File: config.mk
export PLATFORM = sky130hd
export DESIGN_NAME = searchable_fifo_queue_top
export DESIGN_NICKNAME = d
export VERILOG_FILES = /design/src/rtl/sfq_pkg.sv /design/src/rtl/sfq_ctrl.sv /design/src/rtl/sfq_datapath.sv /design/src/rtl/searchable_fifo_queue_top.sv
export SDC_FILE = /design/constraint.sdc
export NUM_CORES = 2
export LEC_CHECK = 0
export BUFFER_PORTS_ARGS = -buffer_cell sky130_fd_sc_hd__buf_2
export CORE_MARGIN = 1
export CORE_UTILIZATION = 69
export DETAILED_ROUTE_END_ITERATION = 7
export PLACE_DENSITY = 0.87
export SYNTH_ARGS = -nofsm -noshare
export SYNTH_HDL_FRONTEND = slang
export SYNTH_SLANG_ARGS = --single-unit
export TNS_END_PERCENT = 1
File: constraint.sdc
create_clock -name clk -period 7.3 [get_ports clk]
set_input_delay 1.46 -clock clk [delete_from_list [all_inputs] [get_ports clk]]
set_output_delay 1.46 -clock clk [all_outputs]
set_load 0.005 [all_outputs]
File: src/rtl/sfq_pkg.sv
// Shared types, codes and defaults for the searchable FIFO queue.
package sfq_pkg;

  localparam int DEPTH_DEF = 16;
  localparam int WIDTH_DEF = 32;
  localparam int FIELD_W   = 32;

  // Command codes carried in the request
  typedef enum logic [2:0] {
    OP_PUSH    = 3'd0,
    OP_SEARCH  = 3'd1,
    OP_REPLACE = 3'd2,
    OP_REMOVE  = 3'd3,
    OP_DUMP    = 3'd4
  } op_t;

  // Result status codes
  typedef enum logic [1:0] {
    ST_OK        = 2'd0,
    ST_NOT_FOUND = 2'd1,
    ST_EMPTY     = 2'd2,
    ST_FULL      = 2'd3
  } status_t;

  typedef struct packed {
    logic [2:0]                operation;
    logic signed [FIELD_W-1:0] key;
    logic signed [FIELD_W-1:0] new_value;
  } in_req_t;

  typedef struct packed {
    logic [1:0]                status;
    logic signed [FIELD_W-1:0] entry_value;
    logic                      last;
  } out_rsp_t;

  // Controller to datapath
  typedef struct packed {
    logic    accept;
    logic    push;
    logic    replace;
    logic    remove;
    logic    rotate;
    logic    emit;
    status_t emit_status;
    logic    emit_entry;
    logic    emit_last;
  } dp_cmd_t;

  // Datapath to controller
  typedef struct packed {
    logic [2:0] op;
    logic       empty;
    logic       full;
    logic       found;
    logic       dump_last;
    logic       out_free;
  } dp_stat_t;

endpackage

File: src/rtl/sfq_ctrl.sv
// Command sequencer for the searchable FIFO queue.
module sfq_ctrl (
  input  logic               clk,
  input  logic               rst_n,
  input  logic               in_valid,
  input  logic [2:0]         in_op,
  output logic               in_ready,
  input  sfq_pkg::dp_stat_t  stat,
  output sfq_pkg::dp_cmd_t   cmd
);

  typedef enum logic [2:0] {
    S_IDLE    = 3'b001,
    S_RESOLVE = 3'b010,
    S_DUMP    = 3'b100
  } state_t;

  state_t state_r, state_nxt;
  logic   op_ok;

  // Codes above dump are dropped without a result
  assign op_ok    = (in_op <= sfq_pkg::OP_DUMP);
  assign in_ready = (state_r == S_IDLE);

  // Next state and datapath commands
  always_comb begin
    state_nxt = state_r;
    cmd       = '0;
    unique case (state_r)
      S_IDLE: begin
        if (in_valid && op_ok) begin
          cmd.accept = 1'b1;
          state_nxt  = (in_op == sfq_pkg::OP_DUMP) ? S_DUMP : S_RESOLVE;
        end
      end
      S_RESOLVE: begin
        if (stat.out_free) begin
          cmd.emit      = 1'b1;
          cmd.emit_last = 1'b1;
          state_nxt     = S_IDLE;
          if (stat.op == sfq_pkg::OP_PUSH) begin
            if (stat.full) begin
              cmd.emit_status = sfq_pkg::ST_FULL;
            end else begin
              cmd.push        = 1'b1;
              cmd.emit_status = sfq_pkg::ST_OK;
            end
          end else if (stat.empty) begin
            cmd.emit_status = sfq_pkg::ST_EMPTY;
          end else if (!stat.found) begin
            cmd.emit_status = sfq_pkg::ST_NOT_FOUND;
          end else begin
            cmd.emit_status = sfq_pkg::ST_OK;
            cmd.replace     = (stat.op == sfq_pkg::OP_REPLACE);
            cmd.remove      = (stat.op == sfq_pkg::OP_REMOVE);
          end
        end
      end
      S_DUMP: begin
        if (stat.out_free) begin
          cmd.emit = 1'b1;
          if (stat.empty) begin
            cmd.emit_status = sfq_pkg::ST_EMPTY;
            cmd.emit_last   = 1'b1;
            state_nxt       = S_IDLE;
          end else begin
            cmd.emit_status = sfq_pkg::ST_OK;
            cmd.emit_entry  = 1'b1;
            cmd.rotate      = 1'b1;
            cmd.emit_last   = stat.dump_last;
            if (stat.dump_last) begin
              state_nxt = S_IDLE;
            end
          end
        end
      end
      default: state_nxt = S_IDLE;
    endcase
  end

  // State register
  always_ff @(posedge clk) begin
    if (!rst_n) begin
      state_r <= S_IDLE;
    end else begin
      state_r <= state_nxt;
    end
  end

endmodule

File: src/rtl/sfq_datapath.sv
// Entry cells, parallel match, count and result register of the queue.
module sfq_datapath #(
  parameter int DEPTH = sfq_pkg::DEPTH_DEF,
  parameter int WIDTH = sfq_pkg::WIDTH_DEF
) (
  input  logic              clk,
  input  logic              rst_n,
  input  sfq_pkg::in_req_t  in_data,
  input  sfq_pkg::dp_cmd_t  cmd,
  output sfq_pkg::dp_stat_t stat,
  output logic              out_valid,
  input  logic              out_ready,
  output sfq_pkg::out_rsp_t out_data
);

  localparam int CW = $clog2(DEPTH + 1);

  logic [WIDTH-1:0]  entry_r   [DEPTH];
  logic [WIDTH-1:0]  entry_nxt [DEPTH];
  logic [WIDTH-1:0]  shift_src [DEPTH];
  logic [CW-1:0]     count_r, count_nxt;
  logic [CW-1:0]     dump_idx_r;
  logic [2:0]        op_r;
  logic [WIDTH-1:0]  nv_r;
  logic [WIDTH-1:0]  key_w;
  logic [DEPTH-1:0]  valid_mask;
  logic [DEPTH-1:0]  match_r;
  logic [DEPTH-1:0]  first_hit;
  logic [DEPTH-1:0]  shift_mask;
  logic              out_valid_r;
  sfq_pkg::out_rsp_t out_r;

  // Key in storage format
  assign key_w = WIDTH'(in_data.key);

  // Occupied slots
  always_comb begin
    for (int i = 0; i < DEPTH; i++) begin
      valid_mask[i] = (CW'(i) < count_r);
    end
  end

  // Neighbor feeding each cell when the queue closes up or rotates
  for (genvar g = 0; g < DEPTH; g++) begin : g_src
    if (g == DEPTH - 1) begin : g_end
      assign shift_src[g] = entry_r[g];
    end else begin : g_mid
      assign shift_src[g] = entry_r[g + 1];
    end
  end

  // First match from the head, and the slots at and past it
  assign first_hit  = match_r & (~match_r + DEPTH'(1));
  assign shift_mask = ~(first_hit - DEPTH'(1));

  // Cell updates
  always_comb begin
    for (int i = 0; i < DEPTH; i++) begin
      entry_nxt[i] = entry_r[i];
      if (cmd.push && (CW'(i) == count_r)) begin
        entry_nxt[i] = nv_r;
      end else if (cmd.replace && first_hit[i]) begin
        entry_nxt[i] = nv_r;
      end else if (cmd.remove && shift_mask[i]) begin
        entry_nxt[i] = shift_src[i];
      end else if (cmd.rotate) begin
        entry_nxt[i] = (CW'(i + 1) == count_r) ? entry_r[0] : shift_src[i];
      end
    end
  end

  always_ff @(posedge clk) begin
    entry_r <= entry_nxt;
  end

  // Entry count
  always_comb begin
    count_nxt = count_r;
    if (cmd.push) begin
      count_nxt = count_r + CW'(1);
    end else if (cmd.remove) begin
      count_nxt = count_r - CW'(1);
    end
  end

  always_ff @(posedge clk) begin
    if (!rst_n) begin
      count_r <= '0;
    end else begin
      count_r <= count_nxt;
    end
  end

  // Request capture and parallel compare
  always_ff @(posedge clk) begin
    if (cmd.accept) begin
      op_r <= in_data.operation;
      nv_r <= WIDTH'(in_data.new_value);
      for (int i = 0; i < DEPTH; i++) begin
        match_r[i] <= valid_mask[i] && (entry_r[i] == key_w);
      end
    end
  end

  // Dump position
  always_ff @(posedge clk) begin
    if (cmd.accept) begin
      dump_idx_r <= '0;
    end else if (cmd.rotate) begin
      dump_idx_r <= dump_idx_r + CW'(1);
    end
  end

  // Result register
  always_ff @(posedge clk) begin
    if (!rst_n) begin
      out_valid_r <= 1'b0;
    end else if (cmd.emit) begin
      out_valid_r <= 1'b1;
    end else if (out_ready) begin
      out_valid_r <= 1'b0;
    end
  end

  always_ff @(posedge clk) begin
    if (cmd.emit) begin
      out_r.status      <= cmd.emit_status;
      out_r.entry_value <= cmd.emit_entry ? sfq_pkg::FIELD_W'($signed(entry_r[0])) : '0;
      out_r.last        <= cmd.emit_last;
    end
  end

  assign out_valid = out_valid_r;
  assign out_data  = out_r;

  // Status to the controller
  assign stat.op        = op_r;
  assign stat.empty     = (count_r == '0);
  assign stat.full      = (count_r == CW'(DEPTH));
  assign stat.found     = |match_r;
  assign stat.dump_last = ((dump_idx_r + CW'(1)) == count_r);
  assign stat.out_free  = !out_valid_r || out_ready;

`ifndef ASSERT_OFF
  a_count_range: assert property (@(posedge clk) disable iff (!rst_n)
    count_r <= CW'(DEPTH))
    else $error("entry count above depth");

  a_emit_free: assert property (@(posedge clk) disable iff (!rst_n)
    cmd.emit |-> (!out_valid_r || out_ready))
    else $error("result written over an untaken result");

  a_remove_dec: assert property (@(posedge clk) disable iff (!rst_n)
    cmd.remove |=> ((count_r + CW'(1)) == $past(count_r)))
    else $error("remove did not shrink the queue");

  a_push_room: assert property (@(posedge clk) disable iff (!rst_n)
    cmd.push |-> (count_r != CW'(DEPTH)))
    else $error("push into a full queue");

  a_rotate_nonempty: assert property (@(posedge clk) disable iff (!rst_n)
    cmd.rotate |-> (count_r != '0) && (dump_idx_r < count_r))
    else $error("dump step outside the queue");
`endif

endmodule

File: src/rtl/searchable_fifo_queue_top.sv
// Top level of the searchable FIFO queue: controller plus datapath.
//
// Usage:
//  - Requests arrive on in_valid/in_ready/in_data (operation, key, new_value).
//    Operations: push, search, replace first match, remove first match, dump.
//    Unused operation codes are taken and dropped with no result.
//  - Results leave on out_valid/out_ready/out_data (status, entry_value, last).
//    Every command except dump gives one result with last set; dump gives one
//    result per entry, head first, last on the tail (one empty result if none).
//  - Timing: a non-dump result is loaded into the output register from the
//    resolve state, once that register is free. No new request is taken
//    until a command has loaded its last result. A dump loads one entry
//    per cycle while the output register is free. The compare across all
//    slots is registered at request time, and the first-match pick and
//    update run in the resolve state once the output register is free.
//  - Reset (rst_n low, synchronous) empties the queue and drops any pending
//    result. Slot contents are not cleared; only occupied slots are ever read.
//  - A stalled receiver holds the result register. One more request can still
//    be taken, but its result (or the next dump entry) waits until the
//    register frees, and no further request is taken meanwhile.
module searchable_fifo_queue_top #(
  parameter int DEPTH = sfq_pkg::DEPTH_DEF,
  parameter int WIDTH = sfq_pkg::WIDTH_DEF
) (
  input  logic              clk,
  input  logic              rst_n,
  input  logic              in_valid,
  output logic              in_ready,
  input  sfq_pkg::in_req_t  in_data,
  output logic              out_valid,
  input  logic              out_ready,
  output sfq_pkg::out_rsp_t out_data
);

  sfq_pkg::dp_cmd_t  cmd;
  sfq_pkg::dp_stat_t stat;

  sfq_ctrl u_ctrl (
    .clk      (clk),
    .rst_n    (rst_n),
    .in_valid (in_valid),
    .in_op    (in_data.operation),
    .in_ready (in_ready),
    .stat     (stat),
    .cmd      (cmd)
  );

  sfq_datapath #(
    .DEPTH (DEPTH),
    .WIDTH (WIDTH)
  ) u_datapath (
    .clk       (clk),
    .rst_n     (rst_n),
    .in_data   (in_data),
    .cmd       (cmd),
    .stat      (stat),
    .out_valid (out_valid),
    .out_ready (out_ready),
    .out_data  (out_data)
  );

endmodule
# Word level (Yosys, flattened, before mapping)
# Index checks and enable logic that the tools add are counted.
totals:
  ff_bits: 612
  output_inout_bits: 37
  word_cells: 303
classes:
  addsub: 5
  magnitude_cmp: 17
  n_eq_ne: 46
  n_mux: 114
  bitwise: 3
  reduce_logical: 92
ops:
  columns: ["operator", "count"]
  rows:
  - ["$mux W32", 80]
  - ["$eq A32 B32 Y1", 16]
  - ["$logic_and A1 B1 Y1", 65]
  - ["$reduce_bool A4 Y1", 15]
  - ["$eq A4 B5 Y1 const A", 8]
  - ["$lt A4 B5 Y1 const A", 8]
  - ["$not A16 Y16", 2]
  - ["$mux W3", 9]
  - ["$eq A3 B5 Y1 const A", 4]
  - ["$lt A3 B5 Y1 const A", 4]
  - ["$add A16 B1 Y16 const B", 1]
  - ["$and A16 B16 Y16", 1]
  - ["$reduce_or A16 Y1", 1]
  - ["$sub A16 B1 Y16 const B", 1]
  - ["$mux W2", 7]
  - ["$mux W1", 12]
  - ["$add A5 B1 Y5 const B", 2]
  - ["$eq A2 B5 Y1 const A", 2]
  - ["$lt A1 B5 Y1 const A", 2]
  - ["$lt A2 B5 Y1 const A", 2]
  - ["$mux W5", 2]
  - ["$eq A3 B2 Y1 const B", 3]
  - ["$pmux W3 S3", 1]
  - ["$eq A3 B3 Y1 const B", 2]
  - ["24 further kinds", 27]

# Depth between registers and ports, before layout
depth:
  depth_word: 10
  mapped_depth: 12
  depth_no_buf: 7

# Modules after synthesis
# Synthesis repeated with hierarchy kept, for this count alone.
unflattened:
  cells_unflattened: 3645
  hier_area_um2: 35896.9
modules_own_cells:
  columns: ["mod", "n_inst", "cells_each", "area_each_um2"]
  rows:
  - ["sfq_datapath", 1, 3606, 35592.9]
  - ["sfq_ctrl", 1, 39, 304.0]

# Least setup slack after synthesis
# No wires, ideal clock.
synth_path:
  kind: "input port to flip-flop"
  from: "input port in_data[65] in the netlist's numbering"
  to: "register u_datapath.match_r[0] (enable)"
  arrival_time_ps: 4491
  setup_slack_ps: 2322
  path_stages: 2
  path_cell_list: "or2_2 -> a21oi_1"
synth_rtl:
  columns: ["element", "line", "source"]
  rows:
  - ["from (decl)", "searchable_fifo_queue_top.sv:29", "input sfq_pkg::in_req_t in_data,"]
  - ["to (signal, indexed assignment)", "sfq_datapath.sv:100", "match_r[i] <= valid_mask[i] && (entry_r[i] == key_w);"]
  - ["to (decl)", "sfq_datapath.sv:27", "logic [DEPTH-1:0] match_r;"]

# Final worst setup path
layout_path:
  from: "register u_datapath.count_r[1]"
  to: "register u_datapath.entry_r[46] in the netlist's numbering (enable)"
layout_between:
  elab_chain_cells: 7
  elab_cells_between_ends: 16
  classes_between: "2 x eq/ne; 9 x mux; 5 x reduce/logical"
layout_rtl:
  columns: ["element", "line", "source"]
  rows:
  - ["from (decl)", "sfq_datapath.sv:21", "logic [CW-1:0] count_r, count_nxt;"]
  - ["from (signal assigned)", "sfq_datapath.sv:90", "count_r <= count_nxt;"]
  - ["$eq A5 B5 Y1 / $logic_not A5 Y1 (equally long branches)", "sfq_datapath.sv:139, sfq_datapath.sv:138", null]
  - ["$mux W1 / $mux W2 (equally long branches)", "sfq_ctrl.sv:42, sfq_ctrl.sv:48", null]
  - ["$mux W1 / $mux W2 (equally long branches)", "sfq_ctrl.sv:41", "if (stat.op == sfq_pkg::OP_PUSH) begin"]
  - ["$mux W3", "sfq_ctrl.sv:37", "if (stat.out_free) begin"]
  - ["$mux W3", "sfq_ctrl.sv:29", "unique case (state_r)"]
  - ["$logic_and A1 B1 Y1, on equally long branches", "sfq_datapath.sv:60, sfq_datapath.sv:62, sfq_datapath.sv:64", null]
  - ["$reduce_bool A4 Y1 (no line) *", null, null]
  - ["to (signal assigned)", "sfq_datapath.sv:73", "entry_r <= entry_nxt;"]
  - ["to (decl)", "sfq_datapath.sv:18", "logic [WIDTH-1:0] entry_r [DEPTH];"]
# Mark *: on every way between the ends. The rest lies on a longest branch, timed or not.
# A chain may end at the register's enable or synchronous reset.

==> qor.csv <==
metric,value,unit
outcome,finished with violations,
violated checks,"design-rule violations, max-capacitance violations, max-slew violations",
timing startpoint of the critical path,u_datapath.count_r[1],
depth of the worst register-to-register path,6,
effective utilization at floorplan,70.4,%
Worst R2R Setup Slack,2.22,ns
Rows,84,
Vert. Die Dim,235,um
Post-CTS Setup Repair Bufs,0,
number of antenna violations at the first check in global routing,12,
peak clock frequency supported by timing,197,MHz
detailed-route DRC error count,48,
number of enable-type register cells in the synthesized netlist,598,
CTS buffer count,67,
"Setup violations, final",0,
arrival time at the worst endpoint,5.14,ns
prevailing post-synth register cell,edfxtp_1,
RePlAce Congestion,1.06,
path category of the worst min-delay check,reg -> reg,
relative slew slack,-7.47,%
number of buffers inserted for hold repair after clock tree synthesis,0,
P_sw,1900,uW
boundary pin count,108,
kind of end point of the critical path,flop,
sequential element share of the synthesized area,48.9,%
fraction of post-synthesis cell area in the top cell type by area,48.1,%
final slew viol count,83,
clock root cell,clkbuf_16,
Switching Share,24.4,%
number of global-route vias before repair,27900,
Hold Fails Final Rpt,0,
clock network fraction of total power,44.2,%
Synth Area per Inst,11.8,um2
"Req. time, crit path",7.36,ns
CP max FO,33,
final critical path time including I/O delays and setup,5.08,ns
clock transition at the register clock pins on the worst setup and hold paths after CTS,0.06,ns
sequential fraction of design power,49.9,%
Synth area leaders,"edfxtp_1, mux2_2, xor2_1",
Sink Count,612,
RSZ-0062 raised after global routing,no,
vias per cell,7.67,
overall via count from detail_route,30000,
Max Cap Viol,5,
critical path start-end classification,reg -> reg,
critical path capture point,u_datapath.entry_r[46],
Post-Route Skew,0.0311,ns
Synth warnings,0,
sort of element at the start of the critical path,flop,
share of post-route cells with drive strength above 1,27.5,%
NumNets Final,3228,
slew of the pin with the lowest slew margin,1.61,ns
source-to-sink clock delay at the later pin of the worst-skew pair,0.64,ns
startpoint of the worst-slack reg-to-reg timing path,u_datapath.count_r[1],
number of distinct standard cells referenced by the synthesized netlist,80,
Die X,235,um
sum of routed wire length over all layers,150000,um
Worst IR Drop VDD,0.000187,V
wire length of the first global-routing pass,204000,um
final setup TNS,0,ns
Resized cells post-CTS,0,
initial drt markers,5541,
floorplan die area,55000,um2
fin worst setup slack,2.22,ns
Global Route Usage Sum,54.8,%
Total Power Consumption,7790,uW
cell type with the largest total area after synthesis,edfxtp_1,
P_leak,0.0145,uW
number of instances in the synthesized netlist,3172,
ANT nets after route,0,
routed len/inst,38.5,um
pwr dens,192,nW/um2
total iterations of the first detailed-routing run,8,
worst slack at placement,1.99,ns
Max Buffers Root-to-Sink,3,
HPWL Detailed,90600,um
H-tree levels,3,
CORE AREA,53000,um2
"final std cell area, no fill",40500,um2
area grow syn2layout,8.57,%
largest net degree at the start of global routing,66,
internal cell power,5890,uW
count of port buffers added during placement,107,
DP Area,38300,um2
synthesized flop and latch total,612,
fin crit share,69.6,%
combinational share of power,5.9,%
area of the mapped netlist,37300,um2
Synth async-reset ratio,0,%
hold slack final,0.483,ns
remaining global-route overflow,0,
end of the worst register-to-register path,u_datapath.entry_r[46],
TritonCTS clock tree,built,
Synthesized Nets,3249,
-- metal layers --
layer  wire (um)  vias to the layer above  track usage (%)  share of wire, %
li1            -                    11500                -                 -
met1       49400                    14100             65.7                33
met2       57800                     3389             70.8                38
met3       28500                      920             32.0                19
met4       14500                       10             42.9               9.6
met5          81                        -                0             0.054
-- Yosys cell counts (27+ instances only) --
cell,n
a21oi_2,31
mux2_1,28
nand4_1,67
nor2_1,120
buf_1,38
xor2_1,321
xnor2_1,202
buf_2,85
buf_4,27
edfxtp_1,598
a2bb2oi_1,33
a31oi_1,33
a21oi_1,138
nand2_1,273
mux2i_1,105
clkbuf_1,149
and2_1,34
nor4_1,91
o21ai_0,102
mux2_2,485
-- layout make-up --
type                    instances  area (um2)
diodes                         18        45.0
clock buffers                  83        1820
clock inverters                34         295
fillers                      3335       12500
inverters                       6        22.5
multi-input cells            2241       17800
flip-flops and latches        612       18200
well taps                     688         861
repair buffers                223        1450
-- critical path, cell delays in order (launching register included) --
cell	delay [ns]
dfxtp_1	0.54
inv_1	0.22
ha_1	0.33
or4b_1	0.66
nand4_2	0.55
o31a_1	1.04
nand2_1	1.12
-- cells by family (layout without fill, tap and decap cells) --
kind of cell / Yosys count / after routing / share of synthesized area [%]
simple gates: 690 / 690 / 9.21
mux: 618 / 618 / 18.3
flops: 612 / 612 / 48.9
xor+xnor: 524 / 524 / 12.3
compound gates: 403 / 403 / 7.03
buf+inv: 319 / 346 / 4.05
fa+ha+maj: 6 / 6 / 0.201
other cells: 0 / 18 / 0
-- power by group through the flow --
stage               clock, uW  combinational (uW)  sequential [uW]
CTS                      3380                 402             3880
detailed placement          0                 399             3960
global placement            0                 391             3950
floorplan                   0                 212             3920
global route             3520                 447             3880
finish                   3440                 459             3890
-- layout by cell type (no fill, tap or decap), drive strengths merged, types with 4 or more instances in the layout --
cell,count
and2,34
buf,223
o211ai,8
nand2b,7
nor2,123
xnor2,202
clkinv,27
bufinv,5
dfxtp,14
a2111oi,5
nand4,69
and3,8
clkbuf,83
or4,4
nand3,25
nor4,96
mux2,513
edfxtp,598
a211o,5
xor2,321
o21ai,108
inv,7
a2bb2oi,33
a31oi,36
mux2i,105
a41oi,4
or3,6
diode,18
a21oi,170
o21a,6
nand2,273
ha,6
nor3,26
-- state kept, by name, summed over array words and instances (netlist names), 3 cells and up --
register and cells:
u_ctrl.state_r 3, u_datapath.op_r 3, u_datapath.nv_r 32, u_datapath.entry_r 512, u_datapath.dump_idx_r 5, u_datapath.out_data 35
u_datapath.match_r 16, u_datapath.count_r 5
-- stage by stage --
stage,utilization (%),instances
2_1_floorplan,-,3172
3_5_place_dp,72.3,3768
6_report,76.5,3905
4_1_cts,76.3,3885
5_1_grt,76.4,3887
3_3_place_gp,72.3,3768
-- how the worst min path moves through the flow --
stage	cells after the start	to	start
global route	2	u_datapath.dump_idx_r[1]	u_datapath.dump_idx_r[1]
CTS	2	u_datapath.dump_idx_r[1]	u_datapath.dump_idx_r[1]
finish	2	u_datapath.dump_idx_r[1]	u_datapath.dump_idx_r[1]
floorplan	2	u_datapath.dump_idx_r[1]	u_datapath.dump_idx_r[1]
detailed placement	2	u_datapath.dump_idx_r[1]	u_datapath.dump_idx_r[1]
global placement	2	u_datapath.dump_idx_r[1]	u_datapath.dump_idx_r[1]
Note: power is estimated with default switching activity, not from simulation.
